`config.mk`:
```
export PLATFORM = sky130hd
export DESIGN_NAME = form_urlencoded_pair_decoder_top
export DESIGN_NICKNAME = d
export VERILOG_FILES = /design/src/rtl/core/fud_pkg.sv /design/src/rtl/core/fud_in_reg.sv /design/src/rtl/core/fud_decode.sv /design/src/rtl/core/fud_out_reg.sv /design/src/rtl/core/form_urlencoded_pair_decoder_top.sv
export SDC_FILE = /design/constraint.sdc
export NUM_CORES = 1
export LEC_CHECK = 0
export ABC_AREA = 1
export BUFFER_PORTS_ARGS = -buffer_cell sky130_fd_sc_hd__buf_2
export CAP_MARGIN = 25
export CORE_MARGIN = 2
export CORE_UTILIZATION = 54
export CTS_BUF_LIST = sky130_fd_sc_hd__clkbuf_16
export CTS_CLUSTER_DIAMETER = 50
export DETAILED_ROUTE_END_ITERATION = 16
export PLACE_DENSITY = 0.88
export RECOVER_POWER = 25
export SLEW_MARGIN = 10
export SYNTH_ARGS = -nofsm -noshare
export SYNTH_HDL_FRONTEND = slang
export SYNTH_SLANG_ARGS = --single-unit
```
`constraint.sdc`:
```
create_clock -name aclk -period 1.8 [get_ports aclk]
set_input_delay 0.18 -clock aclk [delete_from_list [all_inputs] [get_ports aclk]]
set_output_delay 0.18 -clock aclk [all_outputs]
set_load 0.01 [all_outputs]
```
`src/rtl/core/fud_pkg.sv`:
```
package fud_pkg;

    // Delimiter and substitution characters.
    localparam logic [7:0] CH_EQUALS  = 8'h3D;
    localparam logic [7:0] CH_AMP     = 8'h26;
    localparam logic [7:0] CH_PERCENT = 8'h25;
    localparam logic [7:0] CH_PLUS    = 8'h2B;
    localparam logic [7:0] CH_SPACE   = 8'h20;

    // Width of the packed result data bus and of the sideband.
    localparam int unsigned TDATA_W = 16;
    localparam int unsigned TUSER_W = 2;

    // Progress through a percent escape.
    typedef enum logic [1:0] {
        ESC_PLAIN = 2'd0,
        ESC_HIGH  = 2'd1,
        ESC_LOW   = 2'd2
    } escape_step_t;

    // One raw input beat.
    typedef struct packed {
        logic [7:0] raw_byte;
        logic       is_last;
    } fud_item_t;

    // One decoded result beat.
    typedef struct packed {
        logic       byte_valid;
        logic [7:0] decoded_byte;
        logic       in_value;
        logic       name_done;
        logic       pair_done;
        logic       name_dropped;
        logic       stream_end;
    } fud_result_t;

    // Hex digit of either case to its nibble; anything else counts as zero.
    function automatic logic [3:0] hex_nibble(input logic [7:0] c);
        logic [7:0] d;
        begin
            d = 8'h00;
            if (c >= 8'h30 && c <= 8'h39) begin
                d = c - 8'h30;
            end else if (c >= 8'h41 && c <= 8'h46) begin
                d = c - 8'h37;
            end else if (c >= 8'h61 && c <= 8'h66) begin
                d = c - 8'h57;
            end
            return d[3:0];
        end
    endfunction

endpackage

```
`src/rtl/core/fud_in_reg.sv`:
```
module fud_in_reg (
    input  logic                aclk,
    input  logic                aresetn,
    input  logic                s_tvalid,
    output logic                s_tready,
    input  logic [7:0]          s_tdata,   // [7:0] raw_byte
    input  logic                s_tlast,
    input  logic                advance,
    output logic                item_valid,
    output fud_pkg::fud_item_t  item
);
    import fud_pkg::*;

    logic       valid_reg;
    fud_item_t  item_reg;

    // Take a new beat whenever the held one is empty or moving on.
    assign s_tready   = !valid_reg || advance;
    assign item_valid = valid_reg;
    assign item       = item_reg;

    // Valid flag of the input register.
    always_ff @(posedge aclk) begin
        if (!aresetn) begin
            valid_reg <= 1'b0;
        end else if (s_tready) begin
            valid_reg <= s_tvalid;
        end
    end

    // Payload of the input register.
    always_ff @(posedge aclk) begin
        if (s_tvalid && s_tready) begin
            item_reg.raw_byte <= s_tdata;
            item_reg.is_last  <= s_tlast;
        end
    end

endmodule

```
`src/rtl/core/fud_decode.sv`:
```
module fud_decode (
    input  logic                  aclk,
    input  logic                  aresetn,
    input  logic                  step,
    input  fud_pkg::fud_item_t    item,
    output fud_pkg::fud_result_t  result
);
    import fud_pkg::*;

    logic          phase_reg;
    logic          phase_next;
    escape_step_t  esc_reg;
    escape_step_t  esc_next;
    logic [3:0]    nib_reg;
    logic [3:0]    nib_next;
    logic [3:0]    nib_in;

    assign nib_in = hex_nibble(item.raw_byte);

    // Decode one byte against the current field state.
    always_comb begin
        phase_next          = phase_reg;
        esc_next            = esc_reg;
        nib_next            = nib_reg;
        result.byte_valid   = 1'b0;
        result.decoded_byte = 8'h00;
        result.in_value     = phase_reg;
        result.name_done    = 1'b0;
        result.pair_done    = 1'b0;
        result.name_dropped = 1'b0;
        result.stream_end   = item.is_last;

        if (!phase_reg && item.raw_byte == CH_EQUALS) begin
            // Equals sign closes the name; a last byte also closes an empty value.
            result.name_done = 1'b1;
            result.pair_done = item.is_last;
            phase_next       = 1'b1;
            esc_next         = ESC_PLAIN;
            nib_next         = 4'h0;
        end else if (phase_reg && item.raw_byte == CH_AMP) begin
            // Ampersand closes the value and any unfinished escape is lost.
            result.pair_done = 1'b1;
            phase_next       = 1'b0;
            esc_next         = ESC_PLAIN;
            nib_next         = 4'h0;
        end else begin
            unique case (esc_reg)
                ESC_HIGH: begin
                    nib_next = nib_in;
                    esc_next = ESC_LOW;
                end
                ESC_LOW: begin
                    result.byte_valid   = 1'b1;
                    result.decoded_byte = {nib_reg, nib_in};
                    esc_next            = ESC_PLAIN;
                end
                default: begin
                    esc_next = ESC_PLAIN;
                    if (item.raw_byte == CH_PERCENT) begin
                        esc_next = ESC_HIGH;
                    end else if (item.raw_byte == CH_PLUS) begin
                        result.byte_valid   = 1'b1;
                        result.decoded_byte = CH_SPACE;
                    end else begin
                        result.byte_valid   = 1'b1;
                        result.decoded_byte = item.raw_byte;
                    end
                end
            endcase
            if (item.is_last) begin
                result.pair_done    = phase_reg;
                result.name_dropped = !phase_reg;
            end
        end

        // The end of a body returns everything to the start of a name.
        if (item.is_last) begin
            phase_next = 1'b0;
            esc_next   = ESC_PLAIN;
            nib_next   = 4'h0;
        end
    end

    // Field state advances once per decoded beat.
    always_ff @(posedge aclk) begin
        if (!aresetn) begin
            phase_reg <= 1'b0;
            esc_reg   <= ESC_PLAIN;
            nib_reg   <= 4'h0;
        end else if (step) begin
            phase_reg <= phase_next;
            esc_reg   <= esc_next;
            nib_reg   <= nib_next;
        end
    end

    // After the last byte of a body the decoder is back at the start of a name.
    a_reset_after_last: assert property (@(posedge aclk) disable iff (!aresetn)
        (step && item.is_last) |=> (!phase_reg && esc_reg == ESC_PLAIN && nib_reg == 4'h0))
        else $error("decoder state not cleared after last byte");

    // A closed name only comes from the name phase.
    a_name_done_phase: assert property (@(posedge aclk) disable iff (!aresetn)
        (step && result.name_done) |-> !result.in_value)
        else $error("name closed while in value phase");

    // A dropped name needs the end of the body in the name phase.
    a_drop_at_end: assert property (@(posedge aclk) disable iff (!aresetn)
        (step && result.name_dropped) |-> (result.stream_end && !result.in_value))
        else $error("name dropped outside end of body");

    // Unless a delimiter or the end of the body comes, the high digit of an escape moves it on to its low digit.
    a_escape_order: assert property (@(posedge aclk) disable iff (!aresetn)
        (step && esc_reg == ESC_HIGH && !item.is_last
         && !(phase_reg && item.raw_byte == CH_AMP)
         && !(!phase_reg && item.raw_byte == CH_EQUALS)) |=> (esc_reg == ESC_LOW))
        else $error("escape did not advance to its low digit");

endmodule

```
`src/rtl/core/fud_out_reg.sv`:
```
module fud_out_reg (
    input  logic                  aclk,
    input  logic                  aresetn,
    input  logic                  load,
    input  fud_pkg::fud_result_t  result,
    output logic                  can_load,
    output logic                  m_tvalid,
    input  logic                  m_tready,
    output logic [fud_pkg::TDATA_W-1:0] m_tdata,
    output logic [fud_pkg::TUSER_W-1:0] m_tuser,
    output logic                  m_tlast
);
    import fud_pkg::*;

    logic         valid_reg;
    fud_result_t  res_reg;

    // Room for a new result when empty or when the held beat leaves now.
    assign can_load = !valid_reg || m_tready;
    assign m_tvalid = valid_reg;
    assign m_tdata  = {5'b00000, res_reg.name_dropped, res_reg.pair_done,
                       res_reg.name_done, res_reg.decoded_byte};
    assign m_tuser  = {res_reg.in_value, res_reg.byte_valid};
    assign m_tlast  = res_reg.stream_end;

    // Valid flag of the result register.
    always_ff @(posedge aclk) begin
        if (!aresetn) begin
            valid_reg <= 1'b0;
        end else if (can_load) begin
            valid_reg <= load;
        end
    end

    // Payload of the result register.
    always_ff @(posedge aclk) begin
        if (load) begin
            res_reg <= result;
        end
    end

endmodule

```
`src/rtl/core/form_urlencoded_pair_decoder_top.sv`:
```
// Path: a beat accepted into the input register moves into the result register
// once that register has room, and is offered on the output from there
// (input register, then result register).
// Throughput: one byte per cycle while the receiver keeps m_tready high.
// Reset: synchronous, active low; clears both valid flags and returns the
// decoder to the start of a name with no escape pending.
module form_urlencoded_pair_decoder_top (
    input  logic        aclk,
    input  logic        aresetn,
    input  logic        s_tvalid,
    output logic        s_tready,
    input  logic [7:0]  s_tdata,   // [7:0] raw_byte
    input  logic        s_tlast,   // is_last
    output logic        m_tvalid,
    input  logic        m_tready,
    output logic [15:0] m_tdata,   // [7:0] decoded_byte, [8] name_done,
                                   // [9] pair_done, [10] name_dropped, [15:11] zero
    output logic [1:0]  m_tuser,   // [0] byte_valid, [1] in_value
    output logic        m_tlast    // stream_end
);
    import fud_pkg::*;

    logic         item_valid;
    fud_item_t    item;
    fud_result_t  result;
    logic         can_load;
    logic         advance;

    // A beat moves from input to result register when both allow it.
    assign advance = item_valid && can_load;

    fud_in_reg u_in_reg (
        .aclk       (aclk),
        .aresetn    (aresetn),
        .s_tvalid   (s_tvalid),
        .s_tready   (s_tready),
        .s_tdata    (s_tdata),
        .s_tlast    (s_tlast),
        .advance    (advance),
        .item_valid (item_valid),
        .item       (item)
    );

    fud_decode u_decode (
        .aclk    (aclk),
        .aresetn (aresetn),
        .step    (advance),
        .item    (item),
        .result  (result)
    );

    fud_out_reg u_out_reg (
        .aclk     (aclk),
        .aresetn  (aresetn),
        .load     (advance),
        .result   (result),
        .can_load (can_load),
        .m_tvalid (m_tvalid),
        .m_tready (m_tready),
        .m_tdata  (m_tdata),
        .m_tuser  (m_tuser),
        .m_tlast  (m_tlast)
    );

endmodule

```
# Yosys cells after proc, flatten, opt, wreduce, memory -nomap -nowiden

Cells that the tools add are included.

Bits in registers: 32
Input port bits: 13
Output and inout port bits: 21
Word-level logic and storage cells: 70

$add $sub $neg: 3
$lt $le $gt $ge: 6
Eq/ne operators: 6
Muxes and demuxes: 22
Bitwise operators: 1
Reduce and logical (&&, ||, !) cells: 18

Operators with widths:

| operator              | number |
|---|---|
| $eq A8 B6 Y1 const B  | 4 |
| $mux W4               | 7 |
| $pmux W9 S2           | 1 |
| $ge A8 B7 Y1 const B  | 2 |
| $le A8 B7 Y1 const B  | 2 |
| $mux W9               | 1 |
| $ge A8 B6 Y1 const B  | 1 |
| $le A8 B6 Y1 const B  | 1 |
| $mux W2               | 4 |
| $mux W8               | 1 |
| $sub A4 B3 Y4 const B | 2 |
| $logic_and A1 B1 Y1   | 7 |
| $mux W1               | 7 |
| $pmux W2 S2           | 1 |
| $reduce_and A2 Y1     | 2 |
| $reduce_bool A4 Y1    | 1 |
| $sub A4 B1 Y4 const B | 1 |
| $logic_not A1 Y1      | 3 |
| $reduce_bool A3 Y1    | 1 |
| $reduce_or A3 Y1      | 1 |
| $eq A2 B1 Y1 const B  | 1 |
| $eq A2 B2 Y1 const B  | 1 |
| $logic_or A1 B1 Y1    | 2 |
| $reduce_or A2 Y1      | 1 |
| $not A1 Y1            | 1 |

# Depth between registers and ports, before layout

Gate-level depths: netlist of the first run.

Depth after elaboration: 9
Mapped depth: 11

# Hierarchy

Synthesis of the first run repeated with hierarchy kept, for this count alone.

Cells, all modules: 179
Area total of the unflattened synthesis: 1,655.3 sq um

By module, submodules not included:

| module                           | times used | cells each | area each (sq um) | sequential area each (sq um) |
|---|---|---|---|---|
| fud_decode                       | 1          | 135        | 818.3             | 140.1 |
| fud_out_reg                      | 1          | 26         | 508.0             | 440.4 |
| fud_in_reg                       | 1          | 16         | 321.6             | 290.3 |
| form_urlencoded_pair_decoder_top | 1          | 2          | 7.5               | 0.0 |

# Least setup slack after synthesis of the first run

No wires, ideal clock.

Path kind: flip-flop to flip-flop
From: register u_in_reg.item_reg (netlist bit u_in_reg.item[2])
To: register u_out_reg.res_reg (netlist bit u_out_reg.m_tdata[2]) (data pin)
Setup time: 257 ps
Arrival: 1,313 ps
Data required time: 1,543 ps
Path slack: 230 ps
Stages on the path, launching flop included: 10
Path buffers: 0
Cell sequence: edfxtp_1 > inv_1 > ha_1 > nor2_1 > nand2_1 > nand3_4 > a21oi_1 > nor2_2 > nand2_1 > a21oi_1

Word-level cells in the longest chain between the ends: 6
Elaborated cells on any way between the ends: 25
Those cells by class: 3 x add/sub; 6 x order compare; 4 x eq/ne; 6 x mux; 6 x reduce/logical

RTL lines:

| element                                             | line              | RTL |
|---|---|---|
| from (decl)                                         | fud_in_reg.sv:15  | `fud_item_t item_reg;` |
| $ge A8 B7 Y1 / $le A8 B7 Y1 (equally long branches) | fud_pkg.sv:47     | `end else if (c >= 8'h61 && c <= 8'h66) begin` |
| $logic_and A1 B1 Y1                                 | fud_pkg.sv:47     |  |
| $mux W4                                             | fud_pkg.sv:47     |  |
| $mux W4                                             | fud_pkg.sv:45     | `end else if (c >= 8'h41 && c <= 8'h46) begin` |
| $mux W4                                             | fud_pkg.sv:43     | `if (c >= 8'h30 && c <= 8'h39) begin` |
| $pmux W9 S2                                         | fud_decode.sv:47  | `unique case (esc_reg)` |
| to (signal assigned)                                | fud_out_reg.sv:38 | `res_reg <= result;` |
| to (decl)                                           | fud_out_reg.sv:16 | `fud_result_t res_reg;` |

Several ways; a longest one is shown, not always the timed one.
A chain may end at the register's enable or synchronous reset.

# Worst setup path after layout of the first run

From: register u_in_reg.item_reg (netlist bit u_in_reg.item[1])
To: register u_out_reg.res_reg (netlist bit u_out_reg.m_tdata[0]) (data pin)

Same word-level chain as after synthesis.

==> results.cfg, run 1 <==
[outcome]
status = finished clean

[hold_path]
hold_start = s_tlast
hold_path.class = input pin to flip-flop
worstHoldEndpoint = u_in_reg.item[0]
min_path_cells = 1

[floorplan]
dieArea_um2 = 3541
die_h_um = 59.51
initial_utilization = 0.5542
rows = 20
core-area_um2 = 3003
io_pins = 34
fp.dieW_um = 59.51

[power_and_ir_drop]
power_leakage_nw = 0.8518
ir_drop_mv = 0.7776
power_density_nw_per_um2 = 969.5

[sta]
hold_viol_final = 0
rsz0062_at_grt = false
finClkSkew_ps = 4.746
final.min_clock_period_ps = 1662
setup_viol = 0
finalSetupTns_ps = 0
finalMaxSlewViolations = 0
period_share = 0.9231
fmax_mhz = 601.8

[clocking]
clkLatencyLatePin_ps = 280
clk_pin_slew_ps = 50
cts_tree = built
root_buffer = clkbuf_16
postCtsHoldBufs = 0
cts_buffers = 5
ctsLongestPathBuffers = 2
clkSinkCount = 32
cts_htree_levels = 2

[critical_path]
criticalPathCategory = flip-flop to flip-flop
cp_data_required_time_ps = 1940
timing.rr.start = u_in_reg.item[1]
worstSetupStartpointType = flip-flop
crit_path_end_kind = flip-flop
r2r_cells = 10
r2r_setup_slack_ps = 140
worstPathArrival_ps = 1800
crit_fanout = 6
r2r-end = u_out_reg.m_tdata[0]

[place]
gp_congestion = 0.8433
placed_cell_area_um2 = 1839
io_buffers = 28
place_hpwl_um = 2158

[final_layout]
area_delta_synth_final_pct = 21.43
seqCellArea_um2 = 870.8
post-route-util = 0.6729
diodes = 0
multi_input_area_um2 = 689.4
stdcell_area_um2 = 2021
fillers = 242
largest_reg_flops = 11
drive_gt1_frac = 0.3029
nets = 227

[synthesis]
seq_area_frac_synth = 0.5233
syn_inst = 169
synth_area_per_cell_um2 = 9.847
synth_area_leaders = edfxtp_1 42%, dfxtp_1 11%, nand2_1 7.7%, a21oi_1 5.4%, ha_1 5.3%
yosysMostFrequentCell = nand2_1
ys_ff_latch = 32
synthArstFlopShare = 0
yosysWarnings = 0
synth_edf_count = 23
ys_types = 28
syn_area_um2 = 1664
synth_commonest_cells = 34 x nand2_1, 23 x edfxtp_1, 18 x a21oi_1, 17 x inv_1, 11 x nand3_1
synth.largest_area_cell = edfxtp_1
yosysTopAreaCellShare = 0.4150
ys.flop_type = edfxtp_1

[global_route]
grt_pass1_wl_um = 4857
antenna_found_initial = 0
grt_max_degree = 13
grt_usage = 0.1969
gr-total-overflow = 0
grt_pass1_vias = 1087

[drt]
dr.pass1.iters = 4
drt-total-wl_um = 2877
vias_per_cell = 5.008
final_antenna_net_count = 0
drc_errors = 0
drt_iter0_markers = 24
via_count = 1207
wl_per_cell_um = 11.94

[job]
drv_cap = 0
## metal layers
metal,up-vias,GRT usage,wire [µm]
met1,540,0.2377,1247
li1,625,-,-
met4,0,0.1206,63
met3,6,0.08734,154
met5,-,0,0
met2,36,0.2873,1410
## cells by family (layout without fill, tap and decap cells)
group,after synthesis,after routing,synth area share
simple gates,78,78,0.2586
flops,32,32,0.5233
buf+inv,27,62,0.07820
compound gates,24,24,0.08497
fa+ha+maj,7,7,0.05263
other cells,1,5,0.002253
## critical path: stages, from the launching register on
cell and delay (ps):
edfxtp_1 480, inv_2 120, ha_2 180, nor2_1 50, nand2_2 90, nand3_4 110, nand2_2 110, inv_1 60
nor2_2 130, nand2_1 80, a21oi_2 120
## worst max-delay path by stage
stage                     cells past startpoint              from                    to  slack (ps)
after floorplan                               9  u_in_reg.item[2]  u_out_reg.m_tdata[2]         230
after global placement                       10  u_in_reg.item[1]  u_out_reg.m_tdata[0]         140
after detailed placement                     10  u_in_reg.item[1]  u_out_reg.m_tdata[0]          50
after CTS                                    10  u_in_reg.item[1]  u_out_reg.m_tdata[0]          20
after global routing                          9  u_in_reg.item[1]  u_out_reg.m_tdata[2]         0.4
final                                        10  u_in_reg.item[1]  u_out_reg.m_tdata[0]         140
## metrics by stage
stage / worst slack (ps) / total power [mW] / std cells / hold slack [ps]
2_1_floorplan: 229.9 / 0.9796 / 173 / 278.9
3_3_place_gp: 137.3 / 1.019 / 232 / 356.5
3_5_place_dp: 51.13 / 1.026 / 232 / 358.1
4_1_cts: 21.37 / 1.968 / 240 / 70.79
5_1_grt: 0.4314 / 2.045 / 241 / 67.83
6_report: 138.4 / 1.959 / 241 / 72.96
## power breakdown
part,internal [mW],switching [mW]
Sequential,0.829,0.0214
Combinational,0.0630,0.102
Clock,0.648,0.296
Total,1.54,0.419
## final cells by class
| type | instances | area share |
|---|---|---|
| clock buffers | 5 | 0.06192 |
| multi-input cells | 114 | 0.3412 |
| inverters | 21 | 0.03901 |
| repair buffers | 33 | 0.08545 |
| clock inverters | 3 | 0.02105 |
| flip-flops and latches | 32 | 0.4310 |
| well taps | 33 | 0.02043 |
## layout by cell type, fill, tap and decap left out
cell type and n:
o21ai_4 1, bufinv_16 1, nand2_8 1, nand3_1 11, conb_1 5, nand3_4 1, nand2_4 2, nor2_4 2
nor2_8 1, o21a_1 1, and2_1 1, inv_2 3, buf_2 24, clkinv_1 2, a21oi_1 17, nor2_1 10
clkinvlp_4 1, ha_2 2, ha_1 5, a22oi_1 3, dfxtp_1 9, or2_2 1, edfxtp_1 23, nand2_2 5
nand3_2 2, buf_4 5, nand2_1 33, a21oi_2 1, clkbuf_16 5, o21ai_0 1, nand4_1 4, clkinv_2 1
nor2_2 4, inv_1 16, clkbuf_1 4
## timing repair
| item | 4_1_cts | 5_1_grt |
|---|---|---|
| gates resized for setup | 0 | 5 |
| buffers inserted | 0 | 1 |
| endpoints found under the setup margin | 0 | 5 |
(Power assumes the default switching activity.)
==> run 2: changes to the inputs <==
--- a/config.mk
+++ b/config.mk
@@ -11,8 +11,8 @@
 export CORE_MARGIN = 2
 export CORE_UTILIZATION = 54
 export CTS_BUF_LIST = sky130_fd_sc_hd__clkbuf_16
-export CTS_CLUSTER_DIAMETER = 50
 export DETAILED_ROUTE_END_ITERATION = 16
+export GPL_TIMING_DRIVEN = 0
 export PLACE_DENSITY = 0.88
 export RECOVER_POWER = 25
 export SLEW_MARGIN = 10
==> results.cfg, run 2 (synthesis results as in run 1) <==
[outcome]
status = finished clean

[floorplan]
die_h_um = 59.51
initial_utilization = 0.5542
dieArea_um2 = 3541
io_pins = 34
core-area_um2 = 3003
rows = 20
fp.dieW_um = 59.51

[drt]
wl_met3_um = 151
drt_iter0_markers = 48
vias_per_cell = 4.963
dr.pass1.iters = 4
wl_per_cell_um = 11.47
met2WireLength_um = 1432
met1_length_um = 1165
top_layer = met4
drt-total-wl_um = 2822
final_antenna_net_count = 0
drc_errors = 0
via_count = 1221

[final_layout]
area_delta_synth_final_pct = 23.91
post-route-util = 0.6867
fillers = 233
final_common_cell = nand2_1
largest_reg_flops = 11
drive_gt1_frac = 0.3146
mostFrequentLayoutCells = 33 x nand2_1, 24 x buf_2, 23 x edfxtp_1
diodes = 0
fin_cells = 246
nets = 232

[sta]
hold_viol_final = 0
final.min_clock_period_ps = 1675
finalMaxSlewViolations = 0
fmax_mhz = 596.9
finClkSkew_ps = 6.852
period_share = 0.9307
finalSetupTns_ps = 0
setup_viol = 0

[critical_path]
worstPathArrival_ps = 1700
crit_path_end_kind = flip-flop
criticalPathCategory = flip-flop to flip-flop
crit_fanout = 5
r2r_cells = 7
worstSetupStartpointType = flip-flop
cp_data_required_time_ps = 1820

[place]
gp_congestion = 0.8731
place_hpwl_um = 2027
io_buffers = 28
dp.cells = 234

[hold_path]
min_path_cells = 1
hold_path.class = input pin to flip-flop

[power_and_ir_drop]
ir_drop_mv = 0.7738
power_leakage_nw = 0.8723
power_density_nw_per_um2 = 938.1

[global_route]
grt_pass1_wl_um = 4436
gr-total-overflow = 0
grt_usage = 0.1773
grt_max_degree = 21
grt_pass1_vias = 1045
antenna_found_initial = 0

[job]
drv_cap = 0

[clocking]
clkSinkCount = 32
clk_pin_slew_ps = 50
cts_htree_levels = 2
cts_tree = built
ctsLongestPathBuffers = 2
clkLatencyLatePin_ps = 270
cts_buffers = 5
root_buffer = clkbuf_16
## run 2: critical path, cell delays in order, from the launching register on
cell and delay (ps):
edfxtp_1 420, inv_1 110, nand2_2 110, nor2_4 190, nand4_1 190, and2_1 250, nand3_1 100, a21oi_1 70
## run 2: layer usage
metal  GRT usage  up-vias
met5           0        -
met4      0.1143        0
met3     0.05240        6
met2      0.2841       36
met1      0.2056      542
li1            -      637
## run 2: path summary, 6_finish.rpt
path	from	endpoint	slack [ps]
worst max register to register	u_in_reg.item[8]	u_out_reg.m_tdata[0]	120
worst min register to register	u_decode.nib_reg[2]	u_decode.nib_reg[2]	470
worst min-delay path	s_tlast	u_in_reg.item[0]	80
worst max-delay path	u_in_reg.item[8]	u_out_reg.m_tdata[0]	120
## run 2: metrics by stage
stage | worst slack [ps] | power, mW | hold WS (ps) | area [µm²]
finish | 124.8 | 1.934 | 79.19 | 2062
global route | -31.03 | 2.009 | 77.97 | 2062
CTS | 39.87 | 1.943 | 72.74 | 2024
detailed placement | 52.41 | 1.028 | 358.1 | 1861
global placement | 91.48 | 1.024 | 357.1 | 1861
floorplan | 229.9 | 0.9796 | 278.9 | 1679
## run 2: layout make-up
| cell class | count | area (µm²) | area share |
|---|---|---|---|
| flip-flops and latches | 32 | 870.8 | 0.4223 |
| repair buffers | 31 | 157.7 | 0.07646 |
| inverters | 21 | 86.33 | 0.04187 |
| clock buffers | 5 | 125.1 | 0.06068 |
| multi-input cells | 114 | 685.7 | 0.3325 |
| clock inverters | 3 | 38.79 | 0.01881 |
| well taps | 33 | 41.29 | 0.02002 |
| repair inverters | 1 | 5.005 | 0.002427 |
| plain buffers | 6 | 51.30 | 0.02488 |
## run 2: repair_timing
item | CTS | global route
setup buffers | 0 | 3
endpoints found under the setup margin | 0 | 13
resized for setup | 0 | 5
hold buffers | 0 | 0
## run 2: where the power goes
| group | total [mW] | leakage [nW] | switching (mW) | internal [mW] |
|---|---|---|---|---|
| combinational | 0.177 | 0.496 | 0.106 | 0.0703 |
| clock | 0.911 | 0.0850 | 0.269 | 0.642 |
| sequential | 0.847 | 0.291 | 0.0170 | 0.830 |
| total | 1.93 | 0.872 | 0.393 | 1.54 |
==> run 3: changes to the inputs <==
--- a/config.mk
+++ b/config.mk
@@ -15,6 +15,7 @@
 export GPL_TIMING_DRIVEN = 0
 export PLACE_DENSITY = 0.88
 export RECOVER_POWER = 25
+export SETUP_SLACK_MARGIN = 0.15
 export SLEW_MARGIN = 10
 export SYNTH_ARGS = -nofsm -noshare
 export SYNTH_HDL_FRONTEND = slang
==> results.cfg, run 3 (synthesis results as in run 1) <==
[floorplan]
dieArea_um2 = 3541
rows = 20
core-area_um2 = 3003
die_h_um = 59.51
io_pins = 34
initial_utilization = 0.5542
fp.dieW_um = 59.51

[global_route]
grt_usage = 0.1809
grt_pass1_vias = 1058
grt_pass1_wl_um = 4512
antenna_found_initial = 0
gr-total-overflow = 0
grt_max_degree = 21

[sta]
hold_viol_final = 0
finalMaxSlewViolations = 0
finClkSkew_ps = 5.891
setup_viol = 0
rsz0062_at_grt = true
period_share = 0.8964
fmax_mhz = 619.8
finalSetupTns_ps = 0
final.min_clock_period_ps = 1613

[clocking]
cts_buffers = 5
clkSinkCount = 32
root_buffer = clkbuf_16
cts_htree_levels = 2
clkLatencyLatePin_ps = 270
clk_pin_slew_ps = 50
postCtsHoldBufs = 0
ctsLongestPathBuffers = 2
cts_tree = built

[job]
drv_cap = 0

[critical_path]
cp_slowest_cell = edfxtp_1
r2r_setup_slack_ps = 190
worstSetupStartpointType = flip-flop
max_stage_delay_ps = 460
crit_fanout = 6
cp_data_required_time_ps = 1920
path_cells = inv_2, ha_4, nor2_2, nand2_2, nand3_4, nand2_4, o21a_1, nand2_1, a21oi_1
worstPathArrival_ps = 1730
criticalPathCategory = flip-flop to flip-flop
crit_path_end_kind = flip-flop

[final_layout]
nets = 234
diodes = 0
mostFrequentLayoutCells = 33 x nand2_1, 24 x buf_2, 23 x edfxtp_1
area_delta_synth_final_pct = 29.25
stdcell_area_um2 = 2151
drive_gt1_frac = 0.3535
final_common_cell = nand2_1
largest_reg_flops = 11

[drt]
wl_per_cell_um = 11.64
drt-total-wl_um = 2887
drc_errors = 0
drt_iter0_markers = 34
dr.pass1.iters = 4
vias_per_cell = 5.069
via_count = 1257
final_antenna_net_count = 0

[power_and_ir_drop]
total_power_mw = 1.947
power_leakage_nw = 0.9007
power_density_nw_per_um2 = 905.1
ir_drop_mv = 0.7731

[outcome]
status = finished clean

[place]
place_hpwl_um = 2027
placed_cell_area_um2 = 1861
io_buffers = 28
gp_congestion = 0.8731

[hold_path]
hold_path.class = input pin to flip-flop
==> run 3: cell count changes in the layout (fill, tap and decap cells not counted), moves of 2 or more <==
cell	change
buf_4	+3
nor2_4	+2
ha_4	+3
a21oi_2	+2
ha_2	-2
a21oi_1	-2
==> run 3: per-layer routing <==
metal / part of all wire / global-route usage / vias up
li1: - / - / 640
met1: 0.41 / 0.2070 / 562
met2: 0.51 / 0.2951 / 45
met3: 0.053 / 0.05240 / 10
met4: 0.030 / 0.1143 / 0
met5: 0 / 0 / -
==> run 3: worst paths after layout <==
path                       startpoint                    to  cells after the start
setup / recovery     u_in_reg.item[1]  u_out_reg.m_tdata[3]                      9
hold / removal                s_tlast      u_in_reg.item[0]                      1
setup reg to reg     u_in_reg.item[1]  u_out_reg.m_tdata[3]                      9
hold reg to reg   u_decode.nib_reg[2]   u_decode.nib_reg[2]                      2
==> run 3: stage by stage <==
| stage | std cells | hold WS, ps | util | worst slack (ps) |
|---|---|---|---|---|
| 4_1_cts | 245 | 72.74 | 0.6850 | 146.6 |
| 3_3_place_gp | 234 | 357.1 | 0.6196 | 91.48 |
| 2_1_floorplan | 173 | 278.9 | - | 229.9 |
| 5_1_grt | 248 | 77.97 | 0.7163 | 68.20 |
| 6_report | 248 | 79.06 | 0.7163 | 186.6 |
| 3_5_place_dp | 234 | 358.1 | 0.6196 | 52.41 |
==> run 3: critical path: cells and delay by family (launching register included) <==
family          cells  cell delay (ps)
fa+ha+maj           1              140
buf+inv             1              130
flops               1              460
compound gates      2              300
simple gates        5              430
==> run 3: final cells by class <==
cell class / instances / area, µm²
plain buffers: 6 / 51.30
clock buffers: 5 / 125.1
clock inverters: 3 / 38.79
fillers: 211 / 852.1
inverters: 21 / 85.08
multi-input cells: 114 / 758.2
flip-flops and latches: 32 / 870.8
well taps: 33 / 41.29
repair buffers: 34 / 180.2
==> run 3: timing repair <==
| action | in CTS | in global routing |
|---|---|---|
| pin swaps | 0 | 7 |
| setup buffers | 3 | 3 |
| endpoints found under the setup margin | 12 | 13 |
| resized for setup | 4 | 16 |
==> run 3: report_power, final <==
part / internal, mW / switching (mW) / total (mW)
registers: 0.830 / 0.0184 / 0.848
clock network: 0.642 / 0.266 / 0.908
logic: 0.0792 / 0.111 / 0.191
